File: src/rtl/fdc_pkg.sv
// Package for the frame deframer and checker: channel item types, phase codes,
// status codes and register map constants.
// No dependencies; every other file in rtl but fdc_chan_if refers to it by scoped names.
`default_nettype none

package fdc_pkg;

  // Frame delimiters.
  localparam logic [7:0] HEAD_BYTE = 8'hAA;
  localparam logic [7:0] TAIL_BYTE = 8'h55;

  // Report status codes.
  localparam logic [1:0] ST_OK         = 2'd0;
  localparam logic [1:0] ST_INCOMPLETE = 2'd1;
  localparam logic [1:0] ST_BAD        = 2'd2;
  localparam logic [1:0] ST_TOO_LONG   = 2'd3;

  // Result kinds.
  localparam logic KIND_PAYLOAD = 1'b0;
  localparam logic KIND_REPORT  = 1'b1;

  // Configuration register map: one 32-bit register, word-addressed by paddr[2].
  localparam int unsigned ADDR_W = 3;
  localparam logic REG_MAX_PAYLOAD_LEN = 1'b0;

  typedef enum logic [2:0] {
    PH_HUNT    = 3'd0,
    PH_LEN_LO  = 3'd1,
    PH_LEN_HI  = 3'd2,
    PH_PAYLOAD = 3'd3,
    PH_CHECK   = 3'd4,
    PH_TAIL    = 3'd5
  } phase_t;

  typedef struct packed {
    logic [7:0] in_byte;
    logic       end_of_buffer;
  } in_item_t;

  typedef struct packed {
    logic        kind;
    logic [7:0]  out_byte;
    logic [1:0]  status;
    logic [15:0] skipped_bytes;
    logic [15:0] frame_payload_len;
    logic        last;
  } out_item_t;

  // Up to two results produced by one input byte, written into the result queue.
  typedef struct packed {
    logic [1:0] count;
    out_item_t  first;
    out_item_t  second;
  } push_t;

endpackage

`default_nettype wire

File: src/rtl/fdc_chan_if.sv
// Valid/ready channel interface carrying one payload item per transfer.
// The payload type is given by the instantiating module, normally from fdc_pkg.
`default_nettype none

interface fdc_chan_if #(
  parameter type payload_t = logic
) ();

  logic     valid;
  logic     ready;
  payload_t data;

  modport source (output valid, output data, input ready);
  modport sink   (input valid, input data, output ready);

endinterface

`default_nettype wire

File: src/rtl/fdc_regs.sv
// APB-style configuration register block holding the maximum payload length.
// Depends on fdc_pkg for the address width and register map.
`default_nettype none

module fdc_regs (
  input  wire logic                         clk,
  input  wire logic                         rst,
  input  wire logic                         psel,
  input  wire logic                         penable,
  input  wire logic                         pwrite,
  input  wire logic [fdc_pkg::ADDR_W-1:0]   paddr,
  input  wire logic [31:0]                  pwdata,
  output logic      [31:0]                  prdata,
  output logic                              pready,
  output logic      [15:0]                  max_payload_len
);

  logic wr_en;
  logic hit;

  // Byte address bits are ignored; paddr[2] selects the word.
  assign hit    = (paddr[2] == fdc_pkg::REG_MAX_PAYLOAD_LEN);
  assign wr_en  = psel && penable && pwrite && hit;
  assign pready = 1'b1;

  always_ff @(posedge clk) begin
    if (rst) begin
      max_payload_len <= 16'hFFFF;
    end else if (wr_en) begin
      max_payload_len <= pwdata[15:0];
    end
  end

  always_comb begin
    prdata = 32'd0;
    if (hit) begin
      prdata = {16'd0, max_payload_len};
    end
  end

endmodule

`default_nettype wire

File: src/rtl/fdc_core.sv
// Deframer core: input register, frame state and the per-byte update that
// produces up to two results. Depends on fdc_pkg and fdc_chan_if.
`default_nettype none

module fdc_core (
  input  wire logic           clk,
  input  wire logic           rst,
  fdc_chan_if.sink            bytes,
  input  wire logic [15:0]    max_payload_len,
  input  wire logic           room,
  output fdc_pkg::push_t      push
);

  // Input register.
  logic              in_valid;
  fdc_pkg::in_item_t in_item;
  logic              fire;

  // Frame state.
  fdc_pkg::phase_t phase, phase_next;
  logic [15:0] length_reg, length_reg_next;
  logic [15:0] byte_count, byte_count_next;
  logic [7:0]  running_sum, running_sum_next;
  logic [15:0] skip_count, skip_count_next;
  logic        checksum_ok, checksum_ok_next;

  // Working signals for the update.
  logic [7:0]  b;
  logic        eob;
  logic [7:0]  sum_add;
  logic [15:0] len_full;
  logic [15:0] count_inc;
  logic        rep;
  logic [1:0]  rep_status;
  logic        rep_last;
  logic        frame_active;
  fdc_pkg::out_item_t rep_item;
  fdc_pkg::out_item_t pay_item;
  logic        pay;

  assign fire        = in_valid && room;
  assign bytes.ready = !in_valid || room;

  always_ff @(posedge clk) begin
    if (rst) begin
      in_valid <= 1'b0;
    end else if (bytes.ready) begin
      in_valid <= bytes.valid;
    end
  end

  always_ff @(posedge clk) begin
    if (bytes.ready && bytes.valid) begin
      in_item <= bytes.data;
    end
  end

  assign b         = in_item.in_byte;
  assign eob       = in_item.end_of_buffer;
  assign sum_add   = running_sum + b;
  assign len_full  = length_reg | {b, 8'd0};
  assign count_inc = byte_count + 16'd1;

  always_comb begin
    phase_next       = phase;
    length_reg_next  = length_reg;
    byte_count_next  = byte_count;
    running_sum_next = running_sum;
    skip_count_next  = skip_count;
    checksum_ok_next = checksum_ok;
    rep              = 1'b0;
    rep_status       = fdc_pkg::ST_INCOMPLETE;
    rep_last         = 1'b1;
    pay              = 1'b0;

    unique case (phase)
      fdc_pkg::PH_LEN_LO: begin
        length_reg_next  = {8'd0, b};
        running_sum_next = sum_add;
        phase_next       = fdc_pkg::PH_LEN_HI;
      end
      fdc_pkg::PH_LEN_HI: begin
        length_reg_next  = len_full;
        running_sum_next = sum_add;
        byte_count_next  = 16'd0;
        phase_next       = (len_full == 16'd0) ? fdc_pkg::PH_CHECK : fdc_pkg::PH_PAYLOAD;
        if (len_full > max_payload_len) begin
          rep        = 1'b1;
          rep_status = fdc_pkg::ST_TOO_LONG;
          rep_last   = eob;
        end
      end
      fdc_pkg::PH_PAYLOAD: begin
        running_sum_next = sum_add;
        pay              = 1'b1;
        byte_count_next  = count_inc;
        if (count_inc >= length_reg) begin
          phase_next = fdc_pkg::PH_CHECK;
        end
      end
      fdc_pkg::PH_CHECK: begin
        checksum_ok_next = (b == running_sum);
        phase_next       = fdc_pkg::PH_TAIL;
      end
      fdc_pkg::PH_TAIL: begin
        rep        = 1'b1;
        rep_status = (b == fdc_pkg::TAIL_BYTE && checksum_ok) ?
                     fdc_pkg::ST_OK : fdc_pkg::ST_BAD;
        rep_last   = eob;
      end
      default: begin
        // Hunting; unused phase codes behave the same way.
        if (b == fdc_pkg::HEAD_BYTE) begin
          length_reg_next  = 16'd0;
          byte_count_next  = 16'd0;
          running_sum_next = 8'd0;
          checksum_ok_next = 1'b0;
          phase_next       = fdc_pkg::PH_LEN_LO;
        end else begin
          phase_next = fdc_pkg::PH_HUNT;
          if (skip_count != 16'hFFFF) begin
            skip_count_next = skip_count + 16'd1;
          end
        end
      end
    endcase

    // The end of the buffer closes any frame that has not already reported.
    if (!rep && eob) begin
      rep = 1'b1;
    end

    frame_active = (phase_next == fdc_pkg::PH_PAYLOAD) ||
                   (phase_next == fdc_pkg::PH_CHECK) ||
                   (phase_next == fdc_pkg::PH_TAIL);

    rep_item.kind              = fdc_pkg::KIND_REPORT;
    rep_item.out_byte          = 8'd0;
    rep_item.status            = rep_status;
    rep_item.skipped_bytes     = skip_count_next;
    rep_item.frame_payload_len = frame_active ? length_reg_next : 16'd0;
    rep_item.last              = rep_last;

    pay_item                   = '0;
    pay_item.kind              = fdc_pkg::KIND_PAYLOAD;
    pay_item.out_byte          = b;

    if (rep) begin
      phase_next       = fdc_pkg::PH_HUNT;
      length_reg_next  = 16'd0;
      byte_count_next  = 16'd0;
      running_sum_next = 8'd0;
      skip_count_next  = 16'd0;
      checksum_ok_next = 1'b0;
    end

    push = '0;
    if (fire) begin
      if (pay) begin
        push.first  = pay_item;
        push.second = rep_item;
        push.count  = rep ? 2'd2 : 2'd1;
      end else begin
        push.first  = rep_item;
        push.count  = rep ? 2'd1 : 2'd0;
      end
    end
  end

  always_ff @(posedge clk) begin
    if (rst) begin
      phase       <= fdc_pkg::PH_HUNT;
      length_reg  <= 16'd0;
      byte_count  <= 16'd0;
      running_sum <= 8'd0;
      skip_count  <= 16'd0;
      checksum_ok <= 1'b0;
    end else if (fire) begin
      phase       <= phase_next;
      length_reg  <= length_reg_next;
      byte_count  <= byte_count_next;
      running_sum <= running_sum_next;
      skip_count  <= skip_count_next;
      checksum_ok <= checksum_ok_next;
    end
  end

endmodule

`default_nettype wire

File: src/rtl/fdc_out_fifo.sv
// Result queue: takes up to two results per cycle and hands out one per
// transfer. Depends on fdc_pkg and fdc_chan_if.
`default_nettype none

module fdc_out_fifo #(
  parameter int unsigned DEPTH = 4
) (
  input  wire logic           clk,
  input  wire logic           rst,
  input  wire fdc_pkg::push_t push,
  output logic                room,
  fdc_chan_if.source          results
);

  localparam int unsigned IW = (DEPTH > 1) ? $clog2(DEPTH) : 1;
  localparam int unsigned CW = $clog2(DEPTH + 1);

  fdc_pkg::out_item_t mem [DEPTH];
  logic [IW-1:0] wptr, wptr_next, wptr_inc1, wptr_inc2;
  logic [IW-1:0] rptr, rptr_next;
  logic [CW-1:0] count, count_next;
  logic          pop;

  assign wptr_inc1 = (wptr == IW'(DEPTH - 1)) ? '0 : wptr + 1'b1;
  assign wptr_inc2 = (wptr_inc1 == IW'(DEPTH - 1)) ? '0 : wptr_inc1 + 1'b1;

  assign pop           = results.valid && results.ready;
  assign results.valid = (count != '0);
  assign results.data  = mem[rptr];

  // Room for the worst case of two results from the next byte.
  assign room = (count <= CW'(DEPTH - 2));

  always_comb begin
    case (push.count)
      2'd1:    wptr_next = wptr_inc1;
      2'd2:    wptr_next = wptr_inc2;
      default: wptr_next = wptr;
    endcase
    rptr_next = rptr;
    if (pop) begin
      rptr_next = (rptr == IW'(DEPTH - 1)) ? '0 : rptr + 1'b1;
    end
    count_next = count + CW'(push.count) - CW'(pop);
  end

  always_ff @(posedge clk) begin
    if (push.count != 2'd0) begin
      mem[wptr] <= push.first;
    end
    if (push.count == 2'd2) begin
      mem[wptr_inc1] <= push.second;
    end
  end

  always_ff @(posedge clk) begin
    if (rst) begin
      wptr  <= '0;
      rptr  <= '0;
      count <= '0;
    end else begin
      wptr  <= wptr_next;
      rptr  <= rptr_next;
      count <= count_next;
    end
  end

endmodule

`default_nettype wire

File: src/rtl/frame_deframer_checker_unit.sv
// Top level of the length-prefixed frame deframer with additive checksum.
// Depends on fdc_pkg, fdc_chan_if, fdc_regs, fdc_core and fdc_out_fifo.
//
//   Channel   Direction  Carries
//   bytes     in         in_byte, end_of_buffer: one received byte per transfer
//   results   out        kind, out_byte, status, skipped_bytes,
//                        frame_payload_len, last: one result per transfer
//   APB       in/out     max_payload_len at byte address 0
//
// One byte is taken per cycle while the result queue has room for two more
// results. A byte captured in the input register is processed from there and
// its results are written into the result queue, which drives the result port.
// A byte that forwards a payload byte and also ends the buffer gives two
// results, which the result queue delivers in two transfers; this queue's
// depth sets how long the input keeps flowing while the output is stalled.
// The byte port stalls only when the queue cannot take two more results.
// Reset (rst, synchronous) returns the deframer to hunting for the head byte,
// empties the result queue and sets the maximum payload length to 65535.
`default_nettype none

module frame_deframer_checker_unit #(
  parameter int unsigned FIFO_DEPTH = 4
) (
  input  wire logic                        clk,
  input  wire logic                        rst,
  fdc_chan_if.sink                         bytes,
  fdc_chan_if.source                       results,
  input  wire logic                        psel,
  input  wire logic                        penable,
  input  wire logic                        pwrite,
  input  wire logic [fdc_pkg::ADDR_W-1:0]  paddr,
  input  wire logic [31:0]                 pwdata,
  output logic      [31:0]                 prdata,
  output logic                             pready
);

  logic [15:0]    max_payload_len;
  logic           room;
  fdc_pkg::push_t push;

  // The register block holds the length limit; the user must write it only while the
  // deframer is idle (the block does not enforce this), so the core reads it directly.
  fdc_regs u_regs (
    .clk             (clk),
    .rst             (rst),
    .psel            (psel),
    .penable         (penable),
    .pwrite          (pwrite),
    .paddr           (paddr),
    .pwdata          (pwdata),
    .prdata          (prdata),
    .pready          (pready),
    .max_payload_len (max_payload_len)
  );

  // The core registers each byte, advances the frame phase and produces a
  // forwarded payload byte, a frame report, both or neither.
  fdc_core u_core (
    .clk             (clk),
    .rst             (rst),
    .bytes           (bytes),
    .max_payload_len (max_payload_len),
    .room            (room),
    .push            (push)
  );

  // The result queue separates the core from the consumer, so that the next
  // byte is processed while earlier results still wait for their transfer.
  fdc_out_fifo #(
    .DEPTH (FIFO_DEPTH)
  ) u_out_fifo (
    .clk     (clk),
    .rst     (rst),
    .push    (push),
    .room    (room),
    .results (results)
  );

endmodule

`default_nettype wire
File: src/flat_wrapper.sv
// flat-port wrapper written by rule: the top's interface ports become plain ports
module frame_deframer_checker_unit_flat 
#(
  parameter int unsigned FIFO_DEPTH = 4
)
  (clk, rst, psel, penable, pwrite, paddr, pwdata, prdata, pready, bytes_valid, bytes_data, bytes_ready, results_valid, results_data, results_ready);
  fdc_chan_if bytes_i ();
  fdc_chan_if results_i ();
  input  wire logic clk;
  input  wire logic rst;
  input  wire logic psel;
  input  wire logic penable;
  input  wire logic pwrite;
  input  wire logic [fdc_pkg::ADDR_W-1:0] paddr;
  input  wire logic [31:0] pwdata;
  output logic      [31:0] prdata;
  output logic pready;
  input wire logic [$bits(bytes_i.valid)-1:0] bytes_valid;
  input wire logic [$bits(bytes_i.data)-1:0] bytes_data;
  output wire logic [$bits(bytes_i.ready)-1:0] bytes_ready;
  output wire logic [$bits(results_i.valid)-1:0] results_valid;
  output wire logic [$bits(results_i.data)-1:0] results_data;
  input wire logic [$bits(results_i.ready)-1:0] results_ready;
  assign bytes_i.valid = bytes_valid;
  assign bytes_i.data = bytes_data;
  assign bytes_ready = bytes_i.ready;
  assign results_valid = results_i.valid;
  assign results_data = results_i.data;
  assign results_i.ready = results_ready;
  frame_deframer_checker_unit #(.FIFO_DEPTH(FIFO_DEPTH)) u_core (.clk(clk), .rst(rst), .bytes(bytes_i), .results(results_i), .psel(psel), .penable(penable), .pwrite(pwrite), .paddr(paddr), .pwdata(pwdata), .prdata(prdata), .pready(pready));
endmodule
File: config.mk
export PLATFORM = sky130hd
export DESIGN_NAME = frame_deframer_checker_unit_flat
export DESIGN_NICKNAME = d
export VERILOG_FILES = /design/src/rtl/fdc_pkg.sv /design/src/rtl/fdc_chan_if.sv /design/src/rtl/fdc_regs.sv /design/src/rtl/fdc_core.sv /design/src/rtl/fdc_out_fifo.sv /design/src/rtl/frame_deframer_checker_unit.sv /design/src/flat_wrapper.sv
export SDC_FILE = /design/constraint.sdc
export NUM_CORES = 1
export LEC_CHECK = 0
export ABC_CLOCK_PERIOD_IN_PS = 9350
export BUFFER_PORTS_ARGS = -buffer_cell sky130_fd_sc_hd__buf_2
export CAP_MARGIN = 25
export CORE_MARGIN = 1
export CORE_UTILIZATION = 60
export DETAILED_ROUTE_END_ITERATION = 8
export PLACE_DENSITY = 0.92
export SKIP_CTS_REPAIR_TIMING = 1
export SLEW_MARGIN = 20
export SYNTH_ARGS = -nofsm -noshare
export SYNTH_HDL_FRONTEND = slang
export SYNTH_SLANG_ARGS = --single-unit
File: constraint.sdc
create_clock -name clk -period 9.35 [get_ports clk]
set_input_delay 0 -clock clk [delete_from_list [all_inputs] [get_ports clk]]
set_output_delay 0 -clock clk [all_outputs]
set_load 0.01 [all_outputs]
==> results of run 1 <==
metal layers:
metal  vias up  part of all wire, %  routed length [um]
met4         0                  1.7                 146
met1      1596                   44                3780
li1       1716                    -                   -
met2       126                   49                4240
met3        15                  6.0                 519
met5         -                    0                   0
worst min path at each step:
stage / start / end / slack [ps] / cells after the start
after floorplan: bytes_data / u_core.u_core.eob / 100 / 0
after global placement: bytes_data / u_core.u_core.eob / 180 / 1
after detailed placement: bytes_data / u_core.u_core.eob / 180 / 1
after CTS: bytes_data / u_core.u_core.eob / -180 / 1
after global routing: results_ready / u_core.u_out_fifo.rptr[1] / 80 / 4
final: results_ready / u_core.u_out_fifo.rptr[1] / 50 / 4
stage by stage:
step	hold slack [ps]	worst slack (ps)	utilization [%]	cell area, sq um
floorplan	98.9	5920	-	4040
global placement	178	5740	64.9	4150
detailed placement	179	5640	64.9	4150
CTS	-182	5610	67.8	4330
global route	77.5	5340	70.8	4520
finish	46.4	5590	70.8	4520
layout by cell type (no fill, tap or decap), drive strengths merged, types with 2 or more instances in the layout:
master and n:
nand2 46, or4 4, a31oi 5, nand3 15, edfxtp 5, nor2 53, nor4 5, nor3 6
inv 49, o211ai 18, a22o 8, ha 48, nor2b 4, clkbuf 12, a21oi 22, dfxtp 61
a211oi 2, conb 17, and2 2, a2111oi 2, and3 5, and4 2, o21ai 22, xnor2 11
nand3b 2, dlygate4sd3 19, nand2b 7, clkinv 3, o31ai 6, or3 3, xor2 10, nand4 7
buf 43
cells by family (layout without fill, tap and decap cells):
| kind of cell | count (synthesis) | after routing | synth area share, % |
|---|---|---|---|
| simple gates | 165 | 165 | 19.9 |
| compound gates | 90 | 90 | 14.9 |
| buf+inv | 84 | 127 | 9.86 |
| flops | 66 | 66 | 34.4 |
| fa+ha+maj | 49 | 49 | 15.6 |
| xor+xnor | 21 | 21 | 4.62 |
| other cells | 2 | 17 | 0.188 |
| mux | 1 | 1 | 0.565 |
report_power, final:
group          total, mW  internal, mW  switching, mW
sequential         0.312         0.301         0.0110
combinational      0.127        0.0561         0.0710
clock              0.234         0.128          0.105
layout make-up:
cell class	count	area (sq um)
clock buffer	12	145
timing repair buffer	62	405
fill	455	1860
clock inverter	3	40.0
multi-input combinational	343	2280
sequential	66	1370
inverter	50	188
tap	77	96.3
worst max-delay path, stage by stage (launching register included):
cell and delay [ps]:
dfxtp_1 310, inv_1 70, ha_1 310, nand4_1 190, or4_1 560, o21ai_0 170
a22o_2 250, nand2b_1 100, ha_1 280, nand2_1 90, ha_1 310, inv_1 60
ha_1 130, inv_1 50, fa_1 370, xnor2_1 190, xnor2_1 140, nor2_1 60
cell usage after synthesis (3+ instances only):
| cell type | number |
|---|---|
| dfxtp_1 | 61 |
| nor2b_1 | 4 |
| nand4_1 | 7 |
| o211ai_1 | 18 |
| xnor2_1 | 11 |
| xor2_1 | 10 |
| ha_1 | 48 |
| a22o_1 | 7 |
| or4_1 | 4 |
| clkbuf_1 | 11 |
| nor3_1 | 6 |
| buf_4 | 17 |
| or3_1 | 3 |
| nand3_1 | 15 |
| inv_1 | 49 |
| o31ai_1 | 6 |
| o21ai_0 | 21 |
| buf_2 | 4 |
| nor4_1 | 4 |
| a21oi_1 | 22 |
| and3_1 | 5 |
| edfxtp_1 | 5 |
| nand2_1 | 46 |
| a31oi_1 | 4 |
| nor2_1 | 53 |
| nand2b_1 | 7 |
==> summary.md, run 1 <==
| Metric | Value |
|---|---|
| Clock tree from TritonCTS | done |
| Worst Hold Class | primary input to flip-flop |
| Async SR Flop Fraction | 0% |
| Syn-to-layout area delta | 13.5% |
| Pin count of the biggest net entering global routing | 33 |
| Crit Path Class | flip-flop to flip-flop |
| Distinct cells, synth | 50 |
| Gr busiest metal | met2 |
| Area of the die | 6970 sq um |
| Global-route wire length before repair | 13,700 um |
| Fin crit period | 3760 ps |
| Antenna cells | 0 |
| Worst slew margin | 33.8% |
| Tcrit/Tclk final | 40.2% |
| TNS Setup | 0 ps |
| Initial antenna violation count | 0 |
| Max Transition Viols Final | 0 |
| Worst-margin pin slew | 992 ps |
| ANT nets after route | 0 |
| Worst R2R Start | u_core.u_regs.max_payload_len[15] |
| Critical Path RT | 9570 ps |
| Ranking of synthesized cells by area | dfxtp_1 (31%), ha_1 (15%), nor2_1 (5.0%) |
| Chip Width | 83.5 um |
| Worst setup endpoint | u_core.u_out_fifo.count[2] |
| Status | finished, final reports clean |
| Inserted Clock Buffers | 9 |
| Grt total ovfl | 0 |
| Setup crit end kind | flip-flop |
| Clk_lat worst skew | 340 ps |
| Root Buffer | clkbuf_8 |
| Max VDD drop | 167 uV |
| Synth Instances | 478 |
| DR iter-0 viols | 176 |
| Final hold vios | 0 |
| Syn avg cell area | 8.34 sq um |
| Initial Util | 62.4% |
| Fmax | 0.266 GHz |
| Worst R2R Setup Slack | 5590 ps |
| All-layer global routing usage | 24.3% |
| Final setup violation count | 0 |
| Synthesized flop and latch total | 66 |
| Synth warn | 0 |
| Pre-Repair DR Iteration Count | 4 |
| Share of post-route cells with drive strength above 1 | 11.6% |
| Dominant synthesized flop cell | dfxtp_1 |
| # DRC | 0 |
| RD Place Congestion | 0.866 |
| Worst-path clk slew | 70 ps |
| Non-Filler Instances | 613 |
| Hpwl dp | 6050 um |
| RSZ-0062 raised after global routing | false |
| Top-area cell type share of the netlist area | 30.6% |
| Worst Setup SP | u_core.u_regs.max_payload_len[15] |
| Critical path arrival | 3980 ps |
| Crit-path max FO | 4 |
| I/O Pins | 79 |
| Post-synth EDFFs | 5 |
| DR vias/cell | 5.63 |
| # rows | 29 |
| Max-cap violation count | 0 |
| Netlist area before placement | 3990 sq um |
| Longest Clk Path Bufs | 2 |
| Core area | 6390 sq um |
| Port buffer count | 43 |
| Number of global-route vias before repair | 3,051 |
| Pwr Density | 149 nW/um^2 |
| Grt met3 use | 6.03% |
| Clock Sinks | 66 |
| Reg2reg path depth | 17 |
| Worst R2R End | u_core.u_out_fifo.count[2] |
| GR Layer Usage met1 | 30.0% |
| Worst clock skew | 3.45 ps |
| DP Cell Count | 579 |
| Met2 track demand over resource | 41.5% |
| Total power | 672 uW |
| Yosys top cell by area | dfxtp_1 |
| Sequential area share after synthesis | 34.4% |
| DRT Wirelength | 8690 um |
| Avg WL per Cell | 14.2 um |
| H-tree depth | 3 |
| Type of origin of the critical path | flip-flop |
| Die height | 83.5 um |
| LEAKAGE | 2.11 nW |
| DR vias | 3,453 |
| Layout net count | 624 |
(Power assumes the default switching activity.)
==> inputs of run 2 (changes only) <==
--- a/config.mk
+++ b/config.mk
@@ -5,13 +5,13 @@
 export SDC_FILE = /design/constraint.sdc
 export NUM_CORES = 1
 export LEC_CHECK = 0
-export ABC_CLOCK_PERIOD_IN_PS = 9350
+export ABC_CLOCK_PERIOD_IN_PS = 3900
 export BUFFER_PORTS_ARGS = -buffer_cell sky130_fd_sc_hd__buf_2
 export CAP_MARGIN = 25
 export CORE_MARGIN = 1
-export CORE_UTILIZATION = 60
+export CORE_UTILIZATION = 56
 export DETAILED_ROUTE_END_ITERATION = 8
-export PLACE_DENSITY = 0.92
+export PLACE_DENSITY = 0.87
 export SKIP_CTS_REPAIR_TIMING = 1
 export SLEW_MARGIN = 20
 export SYNTH_ARGS = -nofsm -noshare
==> constraint.sdc (replaced) <==
create_clock -name clk -period 3.9 [get_ports clk]
set_input_delay 0 -clock clk [delete_from_list [all_inputs] [get_ports clk]]
set_output_delay 0 -clock clk [all_outputs]
set_load 0.01 [all_outputs]
==> run 2 against run 1 <==
- combinational power increased by 140%
- routed wire length shrank 3.3%
- cell count is 4.1% higher
- sequential share of layout area down 0.87 points
- non-clock buffer count up 5
- first-iteration DRC count is 30% lower
==> summary.md, run 2 (synthesis gave the netlist of run 1 again) <==
| Metric | Value |
|---|---|
| Setup crit end kind | flip-flop (unchanged) |
| CP max stage cell | or4_1 (unchanged) |
| Crit-path leading delay family | adder cells (unchanged) |
| WHS Endpoint | u_core.u_out_fifo.wptr[0] (was u_core.u_out_fifo.rptr[1]) |
| All-layer global routing usage | 22.3% (was 24.3%) |
| Worst Hold Class | primary input to flip-flop (unchanged) |
| Clk_lat worst skew | 340 ps (about the same) |
| Commonest non-fill, non-tap cells in the layout | dfxtp_1 (61), nor2_1 (53), inv_1 (49), ha_1 (48), nand2_1 (46) (unchanged) |
| Footprint of the multi-input gates | 2280 sq um (about the same) |
| Design Area, Final | 4660 sq um (was 4520 sq um) |
| Pre-Repair DR Iteration Count | 5 (was 4) |
| DR iter-0 viols | 123 (was 176) |
| LEAKAGE | 2.17 nW (was 2.11 nW) |
| Area of the die | 7460 sq um (was 6970 sq um) |
| Port buffer count | 43 (unchanged) |
| Global-route wire length before repair | 12,900 um (was 13,700 um) |
| Pwr Density | 381 nW/um^2 (was 149 nW/um^2) |
| # rows | 30 (was 29) |
| Clock Sinks | 66 (unchanged) |
| Worst R2R End | u_core.u_out_fifo.count[2] (unchanged) |
| Hold_sp | rst (was results_ready) |
| Worst clock skew | 8.73 ps (was 3.45 ps) |
| Worst-path clk slew | 70 ps (about the same) |
| Max-cap violation count | 0 (unchanged) |
| Avg WL per Cell | 13.2 um (was 14.2 um) |
| Clock tree from TritonCTS | done (unchanged) |
| Crit-path max FO | 4 (unchanged) |
| Tcrit/Tclk final | 94.0% (was 40.2%) |
| Inserted Clock Buffers | 9 (unchanged) |
| Die height | 86.4 um (was 83.5 um) |
| Worst R2R Setup Slack | 230 ps (was 5590 ps) |
| Grt total ovfl | 0 (unchanged) |
| Leading cell type in the layout, fill and taps excluded | dfxtp_1 (unchanged) |
| Reg area | 1370 sq um (unchanged) |
| Initial Util | 58.3% (was 62.4%) |
| Max Transition Viols Final | 0 (unchanged) |
| Setup ws final | 232 ps (was 5590 ps) |
| Max VDD drop | 290 uV (was 167 uV) |
| CP cell instances | inv_1 -> ha_1 -> nand4_1 -> or4_1 -> a21o_1 -> a22o_2 -> nand2b_1 -> ha_1 -> nand2_1 -> ha_1 -> inv_1 -> ha_1 -> inv_1 -> fa_1 -> xnor2_1 -> xnor2_1 -> nor2_1 (was inv_1 -> ha_1 -> nand4_1 -> or4_1 -> o21ai_0 -> a22o_2 -> nand2b_1 -> ha_1 -> nand2_1 -> ha_1 -> inv_1 -> ha_1 -> inv_1 -> fa_1 -> xnor2_1 -> xnor2_1 -> nor2_1) |
| Buf/Inv on CP | 3 (unchanged) |
| I/O Pins | 79 (unchanged) |
| Initial antenna violation count | 0 (unchanged) |
| CP most frequent cell | ha_1 (unchanged) |
| Root Buffer | clkbuf_8 (unchanged) |
| CP max stage delay | 560 ps (about the same) |
| Number of global-route vias before repair | 2,927 (was 3,051) |
| Critical Path RT | 4130 ps (was 9570 ps) |
| Crit Path Class | flip-flop to flip-flop (unchanged) |
| Chip Width | 86.4 um (was 83.5 um) |
| Type of origin of the critical path | flip-flop (unchanged) |
| Fin crit period | 3670 ps (was 3760 ps) |
| Syn-to-layout area delta | 16.9% (was 13.5%) |
| Longest Clk Path Bufs | 2 (unchanged) |
| Status | finished, final reports clean (unchanged) |
| Hpwl dp | 6060 um (was 6050 um) |
| Fmax | 0.273 GHz (was 0.266 GHz) |
| RD Place Congestion | 0.859 (was 0.866) |
| # DRC | 0 (unchanged) |
| Hold-critical path depth | 2 (was 4) |
| Worst R2R Start | u_core.u_regs.max_payload_len[15] (unchanged) |
| DRT Wirelength | 8400 um (was 8690 um) |
| H-tree depth | 3 (unchanged) |
| Layout net count | 629 (was 624) |
| TNS Setup | 0 ps (unchanged) |
| Antenna cells | 0 (unchanged) |
| Pin count of the biggest net entering global routing | 33 (unchanged) |
| Final hold vios | 0 (unchanged) |
| Critical path arrival | 3890 ps (was 3980 ps) |
| DR vias | 3,416 (was 3,453) |
| ANT nets after route | 0 (unchanged) |
| DR vias/cell | 5.35 (was 5.63) |
| Pre-CTS setup slack | 233 ps (was 5640 ps) |
| Core area | 6830 sq um (was 6390 sq um) |
| DP Area | 4190 sq um (was 4150 sq um) |
| Share of post-route cells with drive strength above 1 | 12.9% (was 11.6%) |
| Reg2reg path depth | 17 (unchanged) |
| Final-layout fill cell count | 522 (was 455) |
| Crit. path cell count | 17 (unchanged) |
| Final setup violation count | 0 (unchanged) |
==> run 2: per-stage QoR <==
step,total power [mW],utilization [%],hold WS [ps],instances
floorplan,0.979,-,98.9,493
global placement,1.03,61.4,178,601
detailed placement,1.04,61.4,179,601
CTS,1.77,65.1,-180,617
global route,1.86,68.2,18.1,638
finish,1.78,68.2,6.09,638
==> run 2: layout make-up <==
type | instances | share of cell area [%]
multi-input cells | 343 | 48.9
flip-flops and latches | 66 | 29.4
clock buffers | 12 | 3.33
inverters | 50 | 4.03
clock inverters | 4 | 2.07
repair buffers | 67 | 9.62
well taps | 96 | 2.58
==> run 2: worst max-delay path by stage <==
stage,startpoint,endpoint,slack (ps)
floorplan,u_core.u_regs.max_payload_len[15],u_core.u_out_fifo.count[2],470
global placement,u_core.u_regs.max_payload_len[15],u_core.u_out_fifo.count[2],310
detailed placement,u_core.u_regs.max_payload_len[15],u_core.u_out_fifo.count[2],230
CTS,u_core.u_regs.max_payload_len[15],u_core.u_out_fifo.count[2],200
global route,u_core.u_regs.max_payload_len[15],u_core.u_out_fifo.count[2],-3
finish,u_core.u_regs.max_payload_len[15],u_core.u_out_fifo.count[2],230
==> run 2: layer usage <==
| layer | routed length (um) | global-route usage [%] |
|---|---|---|
| met1 | 3790 | 26.8 |
| met5 | 0 | 0 |
| met4 | 192 | 11.8 |
| met2 | 4010 | 38.0 |
| met3 | 410 | 4.10 |
==> run 2: power breakdown <==
group	total, mW	internal (mW)	switching (mW)
Clock	0.722	0.460	0.262
Combinational	0.305	0.136	0.169
Sequential	0.748	0.721	0.0269
==> inputs of run 3 (changes only) <==
--- a/config.mk
+++ b/config.mk
@@ -5,7 +5,7 @@
 export SDC_FILE = /design/constraint.sdc
 export NUM_CORES = 1
 export LEC_CHECK = 0
-export ABC_CLOCK_PERIOD_IN_PS = 3900
+export ABC_CLOCK_PERIOD_IN_PS = 3800
 export BUFFER_PORTS_ARGS = -buffer_cell sky130_fd_sc_hd__buf_2
 export CAP_MARGIN = 25
 export CORE_MARGIN = 1
==> constraint.sdc (replaced) <==
create_clock -name clk -period 3.8 [get_ports clk]
set_input_delay 0 -clock clk [delete_from_list [all_inputs] [get_ports clk]]
set_output_delay 0 -clock clk [all_outputs]
set_load 0.01 [all_outputs]
==> run 3 against run 2 <==
- the run now ends with hold timing left
- largest cell class unchanged
- clock skew fell by 3.0 ps
- combinational power rose by 7.5%
- core utilization rose by 0.055 points
- register-to-register slack got worse by 50 ps
==> summary.md, run 3 (synthesis gave the netlist of run 1 again) <==
| Metric | Value |
|---|---|
| Leading cell type in the layout, fill and taps excluded | dfxtp_1 (unchanged) |
| DR vias/cell | 5.42 (was 5.35) |
| Fin crit period | 3620 ps (was 3670 ps) |
| Max VDD drop | 318 uV (was 290 uV) |
| Global-route wire length before repair | 13,100 um (was 12,900 um) |
| Type of origin of the critical path | flip-flop (unchanged) |
| Inserted Clock Buffers | 9 (unchanged) |
| DR iter-0 viols | 224 (was 123) |
| Grt total ovfl | 0 (unchanged) |
| Avg WL per Cell | 13.7 um (was 13.2 um) |
| Worst-path clk slew | 70 ps (about the same) |
| Non-Filler Instances | 638 (unchanged) |
| Final hold vios | 1 (was 0) |
| Initial antenna violation count | 0 (unchanged) |
| Crit Path Class | flip-flop to flip-flop (unchanged) |
| Failing checks | hold timing |
| Critical path arrival | 3850 ps (was 3890 ps) |
| Reg2reg path depth | 17 (unchanged) |
| Critical Path RT | 4030 ps (was 4130 ps) |
| Worst R2R End | u_core.u_out_fifo.count[2] (unchanged) |
| Final setup violation count | 0 (unchanged) |
| Crit-path max FO | 3 (was 4) |
| DRT Wirelength | 8750 um (was 8400 um) |
| Setup crit end kind | flip-flop (unchanged) |
| Clk_lat worst skew | 340 ps (about the same) |
| Longest Clk Path Bufs | 2 (unchanged) |
| Hpwl dp | 5970 um (was 6060 um) |
| Max Transition Viols Final | 0 (unchanged) |
| Fmax | 0.276 GHz (was 0.273 GHz) |
| Port buffer count | 43 (unchanged) |
| CP most frequent cell | ha_1 (unchanged) |
| CP max stage delay | 550 ps (was 560 ps) |
| I/O Pins | 79 (unchanged) |
| Footprint of the multi-input gates | 2300 sq um (was 2280 sq um) |
| Area of the die | 7460 sq um (unchanged) |
| Syn-to-layout area delta | 17.0% (was 16.9%) |
| # rows | 30 (unchanged) |
| CP cell instances | inv_1 -> ha_1 -> nand4_1 -> or4_4 -> o21ai_1 -> a22o_2 -> nand2b_1 -> ha_1 -> nand2_1 -> ha_1 -> inv_1 -> ha_1 -> inv_1 -> fa_1 -> xnor2_2 -> xnor2_1 -> nor2_1 (was inv_1 -> ha_1 -> nand4_1 -> or4_1 -> a21o_1 -> a22o_2 -> nand2b_1 -> ha_1 -> nand2_1 -> ha_1 -> inv_1 -> ha_1 -> inv_1 -> fa_1 -> xnor2_1 -> xnor2_1 -> nor2_1) |
| Number of global-route vias before repair | 2,904 (was 2,927) |
| RD Place Congestion | 0.878 (was 0.859) |
| Max-cap violation count | 0 (unchanged) |
| Hold_sp | rst (unchanged) |
| Tcrit/Tclk final | 95.3% (was 94.0%) |
| Layout net count | 629 (unchanged) |
| Hold WS | -4.41 ps (was 6.09 ps) |
| Root Buffer | clkbuf_8 (unchanged) |
| Post-layout util | 68.2% (about the same) |
| Pin count of the biggest net entering global routing | 33 (unchanged) |
| Total power | 1.76 mW (was 1.78 mW) |
| All-layer global routing usage | 22.5% (was 22.3%) |
| Worst Hold Class | primary input to flip-flop (unchanged) |
| Core area | 6830 sq um (unchanged) |
| Crit-path leading delay family | adder cells (unchanged) |
| Status | finished, violations left (was finished, final reports clean) |
| Worst R2R Setup Slack | 180 ps (was 230 ps) |
| DP Cell Count | 601 (unchanged) |
| Worst clock skew | 5.72 ps (was 8.73 ps) |
| Clock Sinks | 66 (unchanged) |
| Clock tree from TritonCTS | done (unchanged) |
| Die height | 86.4 um (unchanged) |
| Antenna cells | 0 (unchanged) |
| Pwr Density | 378 nW/um^2 (was 381 nW/um^2) |
| ANT nets after route | 0 (unchanged) |
| Pre-Repair DR Iteration Count | 4 (was 5) |
| # DRC | 0 (unchanged) |
| Worst R2R Start | u_core.u_regs.max_payload_len[7] (was u_core.u_regs.max_payload_len[15]) |
| Hold-critical path depth | 2 (unchanged) |
| Reg area | 1370 sq um (unchanged) |
| Chip Width | 86.4 um (unchanged) |
| LEAKAGE | 2.17 nW (about the same) |
| Buf/Inv on CP | 3 (unchanged) |
| WHS Endpoint | u_core.u_out_fifo.count[1] (was u_core.u_out_fifo.wptr[0]) |
| CP max stage cell | or4_4 (was or4_1) |
| Commonest non-fill, non-tap cells in the layout | dfxtp_1 (61), nor2_1 (53), inv_1 (49), ha_1 (47), nand2_1 (46) (was dfxtp_1 (61), nor2_1 (53), inv_1 (49), ha_1 (48), nand2_1 (46)) |
| DR vias | 3,460 (was 3,416) |
| H-tree depth | 3 (unchanged) |
| Initial Util | 58.3% (unchanged) |
| Share of post-route cells with drive strength above 1 | 13.7% (was 12.9%) |
| Final-layout fill cell count | 503 (was 522) |
## run 3: how the worst max path moves through the flow
| stage | depth (start not counted) | end | startpoint | slack [ps] |
|---|---|---|---|---|
| 3_5_place_dp | 17 | u_core.u_out_fifo.count[2] | u_core.u_regs.max_payload_len[15] | 160 |
| 4_1_cts | 17 | u_core.u_out_fifo.count[2] | u_core.u_regs.max_payload_len[15] | 80 |
| 6_report | 17 | u_core.u_out_fifo.count[2] | u_core.u_regs.max_payload_len[7] | 180 |
| 5_1_grt | 17 | u_core.u_out_fifo.count[2] | u_core.u_regs.max_payload_len[7] | -20 |
| 3_3_place_gp | 17 | u_core.u_out_fifo.count[2] | u_core.u_regs.max_payload_len[15] | 220 |
| 2_1_floorplan | 17 | u_core.u_out_fifo.count[2] | u_core.u_regs.max_payload_len[15] | 370 |
## run 3: cell type report
type                       count  share of cell area [%]
multi-input combinational    343                    49.4
clock buffer                  13                    4.08
tap                           96                    2.58
clock inverter                 3                   0.913
timing repair buffer          67                    9.61
inverter                      50                    4.03
sequential                    66                    29.4
## run 3: report_power, final
group	internal [mW]	total (mW)	switching (mW)
Clock	0.396	0.667	0.271
Sequential	0.740	0.768	0.0280
Combinational	0.149	0.328	0.178
## run 3: worst register-to-register path, cell delays in order (launching register included)
cell and delay [ps]:
dfxtp_1 340, inv_1 90, ha_1 320, nand4_1 120, or4_4 550, o21ai_1 140, a22o_2 200, nand2b_1 80
ha_1 280, nand2_1 100, ha_1 330, inv_1 60, ha_1 130, inv_1 40, fa_1 400, xnor2_2 160
xnor2_1 130, nor2_1 50
## run 3: stage by stage
stage	TNS, ps	instance area, sq um	worst slack (ps)
6_report	0	4660	177
5_1_grt	-17.4	4660	-17.4
4_1_cts	0	4430	80.4
3_5_place_dp	0	4190	162
3_3_place_gp	0	4190	215
2_1_floorplan	0	4040	368
## run 3: per-layer routing
layer  track usage (%)  up-vias  part of all wire, %
li1                  -     1738                    -
met1              27.9     1578                   45
met4              11.5        0                  2.5
met2              37.7      120                   48
met3              3.52       24                  4.8
met5                 0        -                    0
